$ cat config.mk
export PLATFORM = sky130hd
export DESIGN_NAME = text_console_writer
export DESIGN_NICKNAME = d
export VERILOG_FILES = /design/src/sv/tcw_pkg.sv /design/src/sv/tcw_cell_store.sv /design/src/sv/text_console_writer.sv
export VERILOG_INCLUDE_DIRS = /design/src /design/src/sv
export SDC_FILE = /design/constraint.sdc
export NUM_CORES = 1
export LEC_CHECK = 0
export ABC_AREA = 1
export BUFFER_PORTS_ARGS = -buffer_cell sky130_fd_sc_hd__buf_2
export CORE_ASPECT_RATIO = 0.9
export CORE_MARGIN = 3
export CORE_UTILIZATION = 37
export DETAILED_ROUTE_END_ITERATION = 6
export PLACE_DENSITY = 0.61
export SLEW_MARGIN = 10
export SYNTH_ARGS = -nofsm -noshare
export SYNTH_HDL_FRONTEND = slang
export SYNTH_HIERARCHICAL = 1
export SYNTH_SLANG_ARGS = --single-unit
$ cat constraint.sdc
create_clock -name i_clk -period 6.99 [get_ports i_clk]
set_clock_uncertainty 0.2 [all_clocks]
set_input_delay 0.3495 -clock i_clk [delete_from_list [all_inputs] [get_ports i_clk]]
set_output_delay 0.3495 -clock i_clk [all_outputs]
set_load 0.03 [all_outputs]
$ cat src/sv/text_console_writer_defines.svh
// Assertion macros for the text console writer RTL.
`ifndef TEXT_CONSOLE_WRITER_DEFINES_SVH
`define TEXT_CONSOLE_WRITER_DEFINES_SVH

`ifndef NO_ASSERTIONS
// Checks a condition at the same clock edge as its trigger.
`define TCW_ASSERT_NOW(lbl, ante, cons, msg) \
    lbl: assert property (@(posedge i_clk) disable iff (!i_rst_n) (ante) |-> (cons)) \
        else $error(msg);
// Checks a condition at the clock edge after its trigger.
`define TCW_ASSERT_NEXT(lbl, ante, cons, msg) \
    lbl: assert property (@(posedge i_clk) disable iff (!i_rst_n) (ante) |=> (cons)) \
        else $error(msg);
`else
`define TCW_ASSERT_NOW(lbl, ante, cons, msg)
`define TCW_ASSERT_NEXT(lbl, ante, cons, msg)
`endif

`endif

$ cat src/sv/tcw_pkg.sv
// Package with the geometry, codes and shared types of the text console writer.
package tcw_pkg;

    // Screen geometry.
    localparam int unsigned COLUMNS    = 80;
    localparam int unsigned ROWS       = 25;
    localparam int unsigned CELL_COUNT = COLUMNS * ROWS;
    localparam int unsigned CELL_AW    = $clog2(CELL_COUNT);
    localparam int unsigned COL_W      = $clog2(COLUMNS);
    localparam int unsigned ROW_W      = (ROWS > 2) ? $clog2(ROWS) : 1;

    // Port field widths.
    localparam int unsigned POS_W  = 11;
    localparam int unsigned ARG_W  = 16;
    localparam int unsigned CELL_W = 16;
    localparam int unsigned COLOR_W = 4;

    // Row number by reciprocal multiplication: floor(x / COLUMNS) for x < 2**CELL_AW.
    localparam int unsigned DIV_SHIFT = CELL_AW + $clog2(COLUMNS);
    localparam int unsigned RECIP     = (2 ** DIV_SHIFT + COLUMNS - 1) / COLUMNS;
    localparam int unsigned PROD_W    = 2 * CELL_AW + 1;

    localparam int unsigned TAB_STEP = 4;
    localparam logic [CELL_W-1:0]  CLEAR_CELL  = 16'h0720;
    localparam logic [COLOR_W-1:0] RESET_COLOR = 4'd15;
    localparam int unsigned        MAX_COLOR   = 15;

    // Control characters.
    localparam logic [7:0] CH_TAB     = 8'h09;
    localparam logic [7:0] CH_NEWLINE = 8'h0A;
    localparam logic [7:0] CH_RETURN  = 8'h0D;

    // Command codes.
    typedef enum logic [2:0] {
        OP_PUT_CHAR      = 3'd0,
        OP_FLUSH         = 3'd1,
        OP_CLEAR         = 3'd2,
        OP_SET_COLOR     = 3'd3,
        OP_RESTORE_COLOR = 3'd4,
        OP_SET_POS       = 3'd5
    } t_opcode;

    // Sequencer states.
    typedef enum logic [1:0] {
        ST_IDLE,
        ST_POS_DIV,
        ST_POS_MUL,
        ST_CLEAR
    } t_state;

    // One write into the cell store.
    typedef struct packed {
        logic               en;
        logic [CELL_AW-1:0] addr;
        logic [CELL_W-1:0]  data;
    } t_cell_wr;

    // Progress of the clearing sweep.
    typedef struct packed {
        logic active;
        logic last;
    } t_sweep_status;

endpackage

$ cat src/sv/tcw_cell_store.sv
// Text cell memory with its clearing sweep engine.
module tcw_cell_store (
    input  logic                   i_clk,
    input  logic                   i_rst_n,
    input  tcw_pkg::t_cell_wr      i_wr,
    input  logic                   i_clear_start,
    output tcw_pkg::t_sweep_status o_sweep
);
    import tcw_pkg::*;

    logic [CELL_W-1:0] r_cells [CELL_COUNT];

    logic               r_sweeping;
    logic [CELL_AW-1:0] r_sweep_addr;
    logic               w_last;
    logic               w_we;
    logic [CELL_AW-1:0] w_addr;
    logic [CELL_W-1:0]  w_data;

    assign w_last = r_sweeping && (r_sweep_addr == CELL_AW'(CELL_COUNT - 1));

    // The sweep owns the write port while it runs.
    assign w_we   = r_sweeping || i_wr.en;
    assign w_addr = r_sweeping ? r_sweep_addr : i_wr.addr;
    assign w_data = r_sweeping ? CLEAR_CELL : i_wr.data;

    // Sweep counter: one cell per cycle from the first to the last.
    always_ff @(posedge i_clk) begin
        if (!i_rst_n) begin
            r_sweeping   <= 1'b0;
            r_sweep_addr <= '0;
        end else if (i_clear_start) begin
            r_sweeping   <= 1'b1;
            r_sweep_addr <= '0;
        end else if (r_sweeping) begin
            if (w_last) begin
                r_sweeping <= 1'b0;
            end
            r_sweep_addr <= r_sweep_addr + 1'b1;
        end
    end

    // Cell memory write port.
    always_ff @(posedge i_clk) begin
        if (w_we) begin
            r_cells[w_addr] <= w_data;
        end
    end

    assign o_sweep.active = r_sweeping;
    assign o_sweep.last   = w_last;

endmodule

$ cat src/sv/text_console_writer.sv
// Top level of the text console writer: command sequencer, cursor and color state.
//
// Channel   | Handshake                | Payload
// ----------+--------------------------+----------------------------------------------
// command   | start in, busy out       | i_opcode, i_arg_value
// result    | o_result_valid strobe    | o_status, o_cursor_pos, o_cursor_load,
//           |                          | o_cell_written, o_cell_addr, o_cell_value,
//           |                          | o_screen_cleared
// config    | i_cfg_we                 | i_cfg_wdata (default color)
//
// For most commands the result strobes in the cycle after the transfer and busy stays
// low, so a command may follow in every cycle.
// Set position holds busy through the reciprocal multiply and then the row start step,
// and its result is registered in the row start step rather than at the transfer.
// A clear, or a cursor that runs off the end, holds busy high while the store is swept
// from the first cell to the last; the result strobes at once.
// Reset sets the cursor to 0 and both colors to white; the cell store is not cleared.
// The receiver cannot stall: every result lasts exactly one cycle.
`include "text_console_writer_defines.svh"

module text_console_writer (
    input  logic                         i_clk,
    input  logic                         i_rst_n,
    input  logic                         start,
    output logic                         busy,
    input  logic [2:0]                   i_opcode,
    input  logic [tcw_pkg::ARG_W-1:0]    i_arg_value,
    input  logic                         i_cfg_we,
    input  logic [tcw_pkg::COLOR_W-1:0]  i_cfg_wdata,
    output logic                         o_result_valid,
    output logic                         o_status,
    output logic [tcw_pkg::POS_W-1:0]    o_cursor_pos,
    output logic                         o_cursor_load,
    output logic                         o_cell_written,
    output logic [tcw_pkg::POS_W-1:0]    o_cell_addr,
    output logic [tcw_pkg::CELL_W-1:0]   o_cell_value,
    output logic                         o_screen_cleared
);
    import tcw_pkg::*;

    // State registers and their next values.
    t_state              r_state,  n_state;
    logic [CELL_AW-1:0]  r_cursor, n_cursor;
    logic [COL_W-1:0]    r_col,    n_col;
    logic [COLOR_W-1:0]  r_color,  n_color;
    logic [COLOR_W-1:0]  r_default;
    logic [CELL_AW-1:0]  r_arg,    n_arg;
    logic [ROW_W-1:0]    r_quot,   n_quot;

    // Result registers.
    logic                r_res_valid,   n_res_valid;
    logic                r_res_status,  n_res_status;
    logic [POS_W-1:0]    r_res_cursor,  n_res_cursor;
    logic                r_res_load,    n_res_load;
    logic                r_res_written, n_res_written;
    logic [POS_W-1:0]    r_res_addr,    n_res_addr;
    logic [CELL_W-1:0]   r_res_value,   n_res_value;
    logic                r_res_cleared, n_res_cleared;

    // Working signals.
    logic                w_accept;
    logic [7:0]          w_char;
    logic [CELL_AW-1:0]  w_row_base;
    logic [CELL_AW:0]    w_move;
    logic [COL_W:0]      w_col_sum;
    logic [PROD_W-1:0]   w_prod;
    logic [CELL_AW-1:0]  w_pos_base;
    t_cell_wr            w_wr;
    logic                w_clear_start;
    t_sweep_status       w_sweep;

    assign busy     = (r_state != ST_IDLE);
    assign w_accept = start && !busy;
    assign w_char   = i_arg_value[7:0];

    // Start of the cursor's row, from the tracked column.
    assign w_row_base = r_cursor - CELL_AW'(r_col);

    // Row number of a requested position and the start of that row.
    assign w_prod     = PROD_W'(r_arg) * PROD_W'(RECIP);
    assign w_pos_base = CELL_AW'(r_quot * COLUMNS);

    tcw_cell_store u_store (
        .i_clk         (i_clk),
        .i_rst_n       (i_rst_n),
        .i_wr          (w_wr),
        .i_clear_start (w_clear_start),
        .o_sweep       (w_sweep)
    );

    // Next state, cursor movement and result.
    always_comb begin
        n_state       = r_state;
        n_cursor      = r_cursor;
        n_col         = r_col;
        n_color       = r_color;
        n_arg         = r_arg;
        n_quot        = r_quot;
        n_res_valid   = 1'b0;
        n_res_status  = 1'b0;
        n_res_cursor  = POS_W'(r_cursor);
        n_res_load    = 1'b0;
        n_res_written = 1'b0;
        n_res_addr    = '0;
        n_res_value   = '0;
        n_res_cleared = 1'b0;
        w_move        = '0;
        w_col_sum     = '0;
        w_wr.en       = 1'b0;
        w_wr.addr     = r_cursor;
        w_wr.data     = {{(CELL_W - COLOR_W - 8){1'b0}}, r_color, w_char};
        w_clear_start = 1'b0;

        unique case (r_state)
            ST_IDLE: begin
                if (w_accept) begin
                    n_res_valid = 1'b1;
                    unique case (t_opcode'(i_opcode))
                        OP_PUT_CHAR: begin
                            priority if (w_char == CH_NEWLINE) begin
                                w_move = (CELL_AW + 1)'(w_row_base) + (CELL_AW + 1)'(COLUMNS);
                                n_col  = '0;
                            end else if (w_char == CH_TAB) begin
                                w_move    = (CELL_AW + 1)'(r_cursor) + (CELL_AW + 1)'(TAB_STEP);
                                w_col_sum = (COL_W + 1)'(r_col) + (COL_W + 1)'(TAB_STEP);
                                if (32'(w_col_sum) >= COLUMNS) begin
                                    n_col = COL_W'(w_col_sum - (COL_W + 1)'(COLUMNS));
                                end else begin
                                    n_col = COL_W'(w_col_sum);
                                end
                            end else if (w_char == CH_RETURN) begin
                                w_move = (CELL_AW + 1)'(w_row_base);
                                n_col  = '0;
                            end else begin
                                // Printable character: store it at the cursor.
                                w_wr.en       = 1'b1;
                                n_res_written = 1'b1;
                                n_res_addr    = POS_W'(r_cursor);
                                n_res_value   = w_wr.data;
                                w_move        = (CELL_AW + 1)'(r_cursor) + 1'b1;
                                if (32'(r_col) == COLUMNS - 1) begin
                                    n_col = '0;
                                end else begin
                                    n_col = r_col + 1'b1;
                                end
                            end
                            // Running off the end of the screen clears it.
                            if (32'(w_move) >= CELL_COUNT) begin
                                n_cursor      = '0;
                                n_col         = '0;
                                n_res_cleared = 1'b1;
                                w_clear_start = 1'b1;
                                n_state       = ST_CLEAR;
                            end else begin
                                n_cursor = w_move[CELL_AW-1:0];
                            end
                            n_res_cursor = POS_W'(n_cursor);
                        end
                        OP_FLUSH: begin
                            n_res_load = 1'b1;
                        end
                        OP_CLEAR: begin
                            n_cursor      = '0;
                            n_col         = '0;
                            n_res_cursor  = '0;
                            n_res_cleared = 1'b1;
                            w_clear_start = 1'b1;
                            n_state       = ST_CLEAR;
                        end
                        OP_SET_COLOR: begin
                            if (32'(i_arg_value) > MAX_COLOR) begin
                                n_res_status = 1'b1;
                            end else begin
                                n_color = i_arg_value[COLOR_W-1:0];
                            end
                        end
                        OP_RESTORE_COLOR: begin
                            n_color = r_default;
                        end
                        OP_SET_POS: begin
                            if (32'(i_arg_value) >= CELL_COUNT) begin
                                n_res_status = 1'b1;
                            end else begin
                                // The result waits for the row number.
                                n_res_valid = 1'b0;
                                n_arg       = i_arg_value[CELL_AW-1:0];
                                n_state     = ST_POS_DIV;
                            end
                        end
                        default: begin
                            n_res_status = 1'b1;
                        end
                    endcase
                end
            end
            ST_POS_DIV: begin
                n_quot  = w_prod[DIV_SHIFT +: ROW_W];
                n_state = ST_POS_MUL;
            end
            ST_POS_MUL: begin
                n_cursor     = r_arg;
                n_col        = COL_W'(r_arg - w_pos_base);
                n_res_valid  = 1'b1;
                n_res_cursor = POS_W'(r_arg);
                n_state      = ST_IDLE;
            end
            ST_CLEAR: begin
                if (w_sweep.last) begin
                    n_state = ST_IDLE;
                end
            end
            default: begin
                n_state = ST_IDLE;
            end
        endcase
    end

    // State register.
    always_ff @(posedge i_clk) begin
        if (!i_rst_n) begin
            r_state <= ST_IDLE;
        end else begin
            r_state <= n_state;
        end
    end

    // Cursor, colors and result strobe.
    always_ff @(posedge i_clk) begin
        if (!i_rst_n) begin
            r_cursor    <= '0;
            r_col       <= '0;
            r_color     <= RESET_COLOR;
            r_default   <= RESET_COLOR;
            r_res_valid <= 1'b0;
        end else begin
            r_cursor    <= n_cursor;
            r_col       <= n_col;
            r_color     <= n_color;
            r_res_valid <= n_res_valid;
            if (i_cfg_we) begin
                r_default <= i_cfg_wdata;
            end
        end
    end

    // Payload registers.
    always_ff @(posedge i_clk) begin
        r_arg         <= n_arg;
        r_quot        <= n_quot;
        r_res_status  <= n_res_status;
        r_res_cursor  <= n_res_cursor;
        r_res_load    <= n_res_load;
        r_res_written <= n_res_written;
        r_res_addr    <= n_res_addr;
        r_res_value   <= n_res_value;
        r_res_cleared <= n_res_cleared;
    end

    assign o_result_valid   = r_res_valid;
    assign o_status         = r_res_status;
    assign o_cursor_pos     = r_res_cursor;
    assign o_cursor_load    = r_res_load;
    assign o_cell_written   = r_res_written;
    assign o_cell_addr      = r_res_addr;
    assign o_cell_value     = r_res_value;
    assign o_screen_cleared = r_res_cleared;

    // The cursor and its column always stay on the screen.
    `TCW_ASSERT_NOW(a_cursor_range, 1'b1,
        (32'(r_cursor) < CELL_COUNT) && (32'(r_col) < COLUMNS), "cursor off screen")
    // A clear command reports at once and then holds the block busy for the sweep.
    `TCW_ASSERT_NEXT(a_clear_busy, w_accept && (i_opcode == OP_CLEAR),
        o_result_valid && o_screen_cleared && busy && w_sweep.active, "clear not started")
    // The row number step is always followed by the row start step.
    `TCW_ASSERT_NEXT(a_pos_steps, r_state == ST_POS_DIV,
        r_state == ST_POS_MUL && !o_result_valid, "set position sequence broken")
    // The sweep runs exactly while the block waits in the clear state.
    `TCW_ASSERT_NOW(a_sweep_state, w_sweep.active, r_state == ST_CLEAR,
        "sweep outside clear state")

endmodule
==> Yosys cells after proc, flatten, opt, wreduce, memory -nomap -nowiden <==
Cells that the tools add are included.
{ "classes": {"n_shift": 0, "n_lt_le_gt_ge": 4, "n_bitwise": 5, "n_div": 0, "mux": 42, "eq_ne": 20, "addsub": 9, "n_reduce_logical": 17, "n_mul": 2} }
{ "op_table": {"columns": ["op", "count"], "rows": [
  ["two-way mux 12 bit", 6],
  ["two-way mux 7 bit", 7],
  ["case mux 11 bit (2 select lines)", 2],
  ["case mux 7 bit (2 select lines)", 2],
  ["== test 8 x 4 -> 1 bit, second input constant", 3],
  ["multiplier 11 x 12 -> 23 bit, second input constant", 1],
  ["two-way mux 11 bit", 2],
  [">= comparator 16 x 11 -> 1 bit, second input constant", 1],
  ["> comparator 16 x 4 -> 1 bit, second input constant", 1],
  ["adder 11 x 1 -> 12 bit, second input constant", 1],
  ["adder 11 x 3 -> 12 bit, second input constant", 1],
  ["adder 11 x 7 -> 12 bit, second input constant", 1],
  [">= comparator 12 x 11 -> 1 bit, second input constant", 1],
  ["two-way mux 1 bit", 12],
  ["adder 11 x 1 -> 11 bit, second input constant", 1],
  ["== test 11 bit, second input constant", 1],
  ["subtractor 11 x 7 -> 11 bit", 1],
  ["adder 7 x 3 -> 8 bit, second input constant", 1],
  [">= comparator 8 x 7 -> 1 bit, second input constant", 1],
  ["two-way mux 2 bit", 4],
  ["case mux 2 bit (4 select lines)", 1],
  ["case mux 4 bit (2 select lines)", 1],
  ["AND reduction 4 bit", 2],
  ["adder 7 x 1 -> 7 bit, second input constant", 1],
  ["31 further kinds", 44]
]} }
{ "totals": {"memories": 0, "latchBits": 0, "ramBits": 0, "word_cells": 117, "rom_bits": 0, "regBits": 99, "in_bits": 27} }

==> Longest topological paths before layout <==
{ "depth": {"ltp_word": 13, "mapped_depth": 24, "mapped_depth_nobuf": 24} }

==> Hierarchy <==
The synthesis kept the hierarchy.
{ "by_module_without_submodules": {"columns": ["module", "area_each_um2", "n_inst", "seq_area_each_um2", "cells_per_inst"], "rows": [
  ["text_console_writer", 6754.0, 1, 1761.7, 882],
  ["tcw_cell_store", 628.1, 1, 240.2, 91]
]} }

==> Worst setup path after synthesis <==
No wires, ideal clock.
{ "synth_path": {"kind": "register -> register", "from": "register r_arg[9]", "to": "register r_quot[2], data pin", "arrival_ns": 3.866, "setup_time_ns": 0.260, "synth_period_minus_slack_ns": 4.326, "path_buffers": 0, "path_stages_with_launch": 17, "required_ns": 6.530, "path_slack_ns": 2.664, "path_cell_list": "edfxtp_1 > inv_1 > ha_1 > inv_1 > fa_1 > fa_1 > fa_1 > fa_1 > ha_1 > a21oi_1 > inv_1 > a21oi_1 > o21a_1 > o21bai_1 > a21oi_1 > o21ai_0 > xnor2_1"} }
{ "synth_via": {"elab_chain_len": 1} }
{ "synth_lines": {"columns": ["item", "line_no", "text"], "rows": [
  ["start, declared", "text_console_writer.sv:47", "logic [CELL_AW-1:0] r_arg, n_arg;"],
  ["start signal, assigned", "text_console_writer.sv:248", "r_arg <= n_arg;"],
  ["multiplier 11 x 12 -> 23 bit", "text_console_writer.sv:80", "assign w_prod = PROD_W'(r_arg) * PROD_W'(RECIP);"],
  ["via w_prod[20]", "text_console_writer.sv:66", "logic [PROD_W-1:0] w_prod;"],
  ["end signal, assigned", "text_console_writer.sv:249", "r_quot <= n_quot;"],
  ["end, declared", "text_console_writer.sv:48", "logic [ROW_W-1:0] r_quot, n_quot;"]
]} }
The timed path passes the listed nets, and every way through them passes these cells.
A chain may end at the register's enable or synchronous reset.

==> Final worst setup path <==
{ "layout_path": {"from": "register r_arg[3]", "to": "register r_quot[2], data pin"} }
Same word-level chain as after synthesis.

==> results_dict.tcl <==
set metrics [dict create \
    status "complete, no violations" \
    r2r_start "r_arg[3]$_DFFE_PP_" \
    crit_start "r_arg[3]$_DFFE_PP_" \
    slew_viol_final 0 \
    cp_data_arrival_time_ps 4520 \
    grt_pass1_vias 6263 \
    die_w_um 155 \
    final_util_pct 42.6 \
    worstPathMaxFanout 5 \
    cts.sinks 93 \
    io_buffers 66 \
    num-fill-cells 2007 \
    max_freq_mhz 216 \
    wirelength_mm 19.1 \
    cp_num_buf_inv 2 \
    ys.warnings.count 6 \
    clockBufferDepth 2 \
    avgRoutedWirePerCell_um 14.7 \
    maxCapViolCount 0 \
    required_ps 6880 \
    reg2reg_to "r_quot[2]$_DFFE_PP_" \
    path_clk_slew_ps 70 \
    p_int_mw 1.03 \
    hp-class "input port to flop" \
    drc_errors 0 \
    drive_gt1_share_pct 15.2 \
    power_per_cell_area_mw_per_mm2 201 \
    dp_hpwl_mm 15.7 \
    viasPerCell 4.99 \
    r2r_setup_slack_ps 2360 \
    syn_area_per_cell_sq_um 7.59 \
    core_sq_mm 0.0194 \
    ff2ff_path_depth 14 \
    clkLatencyLatePin_ps 350 \
    crit_family "adder cells" \
    slew_headroom_pct 21.6 \
    cp-start-kind "flop" \
    die_y_um 140 \
    final_common_cell "nand2_1" \
    grt_pass1_wl_mm 31.6 \
    comb_power_share_pct 34.2 \
    crit_chain "inv_1 -> ha_1 -> fa_1 -> inv_1 -> fa_1 -> fa_1 -> ha_1 -> ha_1 -> nand4_1 -> o211ai_1 -> nand2_1 -> a211o_1 -> o21ai_0 -> xnor2_1" \
    first_pass_iters 5 \
    crit_end "r_quot[2]$_DFFE_PP_" \
    ant_nets 0 \
    p_seq_share_pct 36.8 \
    cts_buffers 9 \
    ios 71 \
    grt_max_degree 25 \
    num_rows 48 \
    antenna_found_initial 0 \
    power_switching_mw 0.631 \
    antenna_cells 0 \
    finalSetupViolCount 0 \
    max_stage_delay_ps 560 \
    worstSetupPathDepth 14 \
    min_period_ps 4630 \
    gr-total-overflow 0 \
    cp_slowest_cell "fa_1" \
    p_sw_share_pct 37.9 \
    clkPwrFrac_pct 29.0 \
    synth_area_sq_mm 0.00737 \
    cts_root_buf "clkbuf_16" \
    num-nets-final 1178 \
    syn_inst 972 \
    grt_use_total_pct 18.2 \
    area_growth_pct 12.0 \
    power.leakage_nw 4.16 \
    fin_crit_sh_pct 66.2 \
    rsz0062_at_grt "false" \
    hold_violations 0 \
    tns_ps 0 \
    crit_path_end_kind "flop" \
    layout_common_cells "nand2_1 (186), inv_1 (165), nor2_1 (82)" \
    die_area_sq_mm 0.0217 \
    first_iter_violations 435 \
    ir_drop_uv 125 \
    cts_htree_levels 3 \
    via_count 6457 \
    cts_tree "yes" \
    setup.worst_path.class "flop to flop" \
    tightest_slew_ps 1170 \
    initial_core_util_pct 38.0 \
    routabilityCongestion 0.903 \
]
## power groups by stage
stage | Sequential [mW] | Clock (mW) | Combinational [mW]
floorplan | 0.646 | 0 | 0.405
global placement | 0.624 | 0 | 0.558
detailed placement | 0.624 | 0 | 0.564
CTS | 0.613 | 0.493 | 0.569
global route | 0.618 | 0.508 | 0.647
finish | 0.613 | 0.482 | 0.569
## sequential cells by signal, summed over array words and instances (netlist names)
register,flops
o_cursor_pos,11
r_quot,3
o_screen_cleared,1
u_store/r_sweeping,1
o_cell_value,12
u_store/r_sweep_addr,11
r_state,2
o_cell_addr,11
r_default,4
o_result_valid,1
r_arg,11
o_status,1
o_cursor_load,1
r_cursor,11
o_cell_written,1
r_col,7
r_color,4
## metrics by stage
| step | hold slack, ps | cells | setup slack (ps) | power, mW | instance area, sq um |
|---|---|---|---|---|---|
| 2_1_floorplan | 216 | 975 | 2660 | 1.05 | 7390 |
| 3_3_place_gp | 230 | 1273 | 2430 | 1.18 | 7920 |
| 3_5_place_dp | 228 | 1273 | 2360 | 1.19 | 7920 |
| 4_1_cts | 2.40 | 1293 | 2340 | 1.67 | 8260 |
| 5_1_grt | 17.1 | 1293 | 2040 | 1.77 | 8260 |
| 6_report | 11.4 | 1293 | 2360 | 1.66 | 8260 |
## per-layer routing
layer	GRT usage (%)	part of all wire [%]	routed length (um)	vias to the layer above
met3	4.08	7.4	1420	22
met1	26.5	48	9130	2977
li1	-	-	-	3249
met2	27.6	43	8270	209
met5	0	0	0	-
met4	4.28	1.3	252	0
## worst min path at each step
stage,cells past startpoint,start,slack (ps),end
global route,1,i_arg_value[9],20,r_arg[9]$_DFFE_PP_
floorplan,2,r_color[2]$_SDFFE_PN1P_,220,o_cell_value[10]$_SDFF_PP0_
global placement,2,r_color[0]$_SDFFE_PN1P_,230,o_cell_value[8]$_SDFF_PP0_
CTS,1,i_arg_value[9],2,r_arg[9]$_DFFE_PP_
finish,1,i_arg_value[9],10,r_arg[9]$_DFFE_PP_
detailed placement,2,r_color[0]$_SDFFE_PN1P_,230,o_cell_value[8]$_SDFF_PP0_
## repair_timing
| action | 4_1_cts | 5_1_grt |
|---|---|---|
| endpoints found under the hold margin | 6 | 0 |
| hold buffers | 6 | 0 |
| buffers inserted | 0 | 0 |
| resized for setup | 0 | 0 |
## cell type report
| cell class | count | area, sq um | share of cell area, % |
|---|---|---|---|
| timing repair buffer | 72 | 390 | 4.72 |
| clock inverter | 4 | 50.0 | 0.606 |
| clock buffer | 10 | 229 | 2.77 |
| multi-input combinational | 680 | 4580 | 55.5 |
| inverter | 184 | 694 | 8.40 |
| sequential | 93 | 2000 | 24.2 |
| tap | 250 | 313 | 3.79 |
Note: power is estimated with default switching activity, not from simulation.
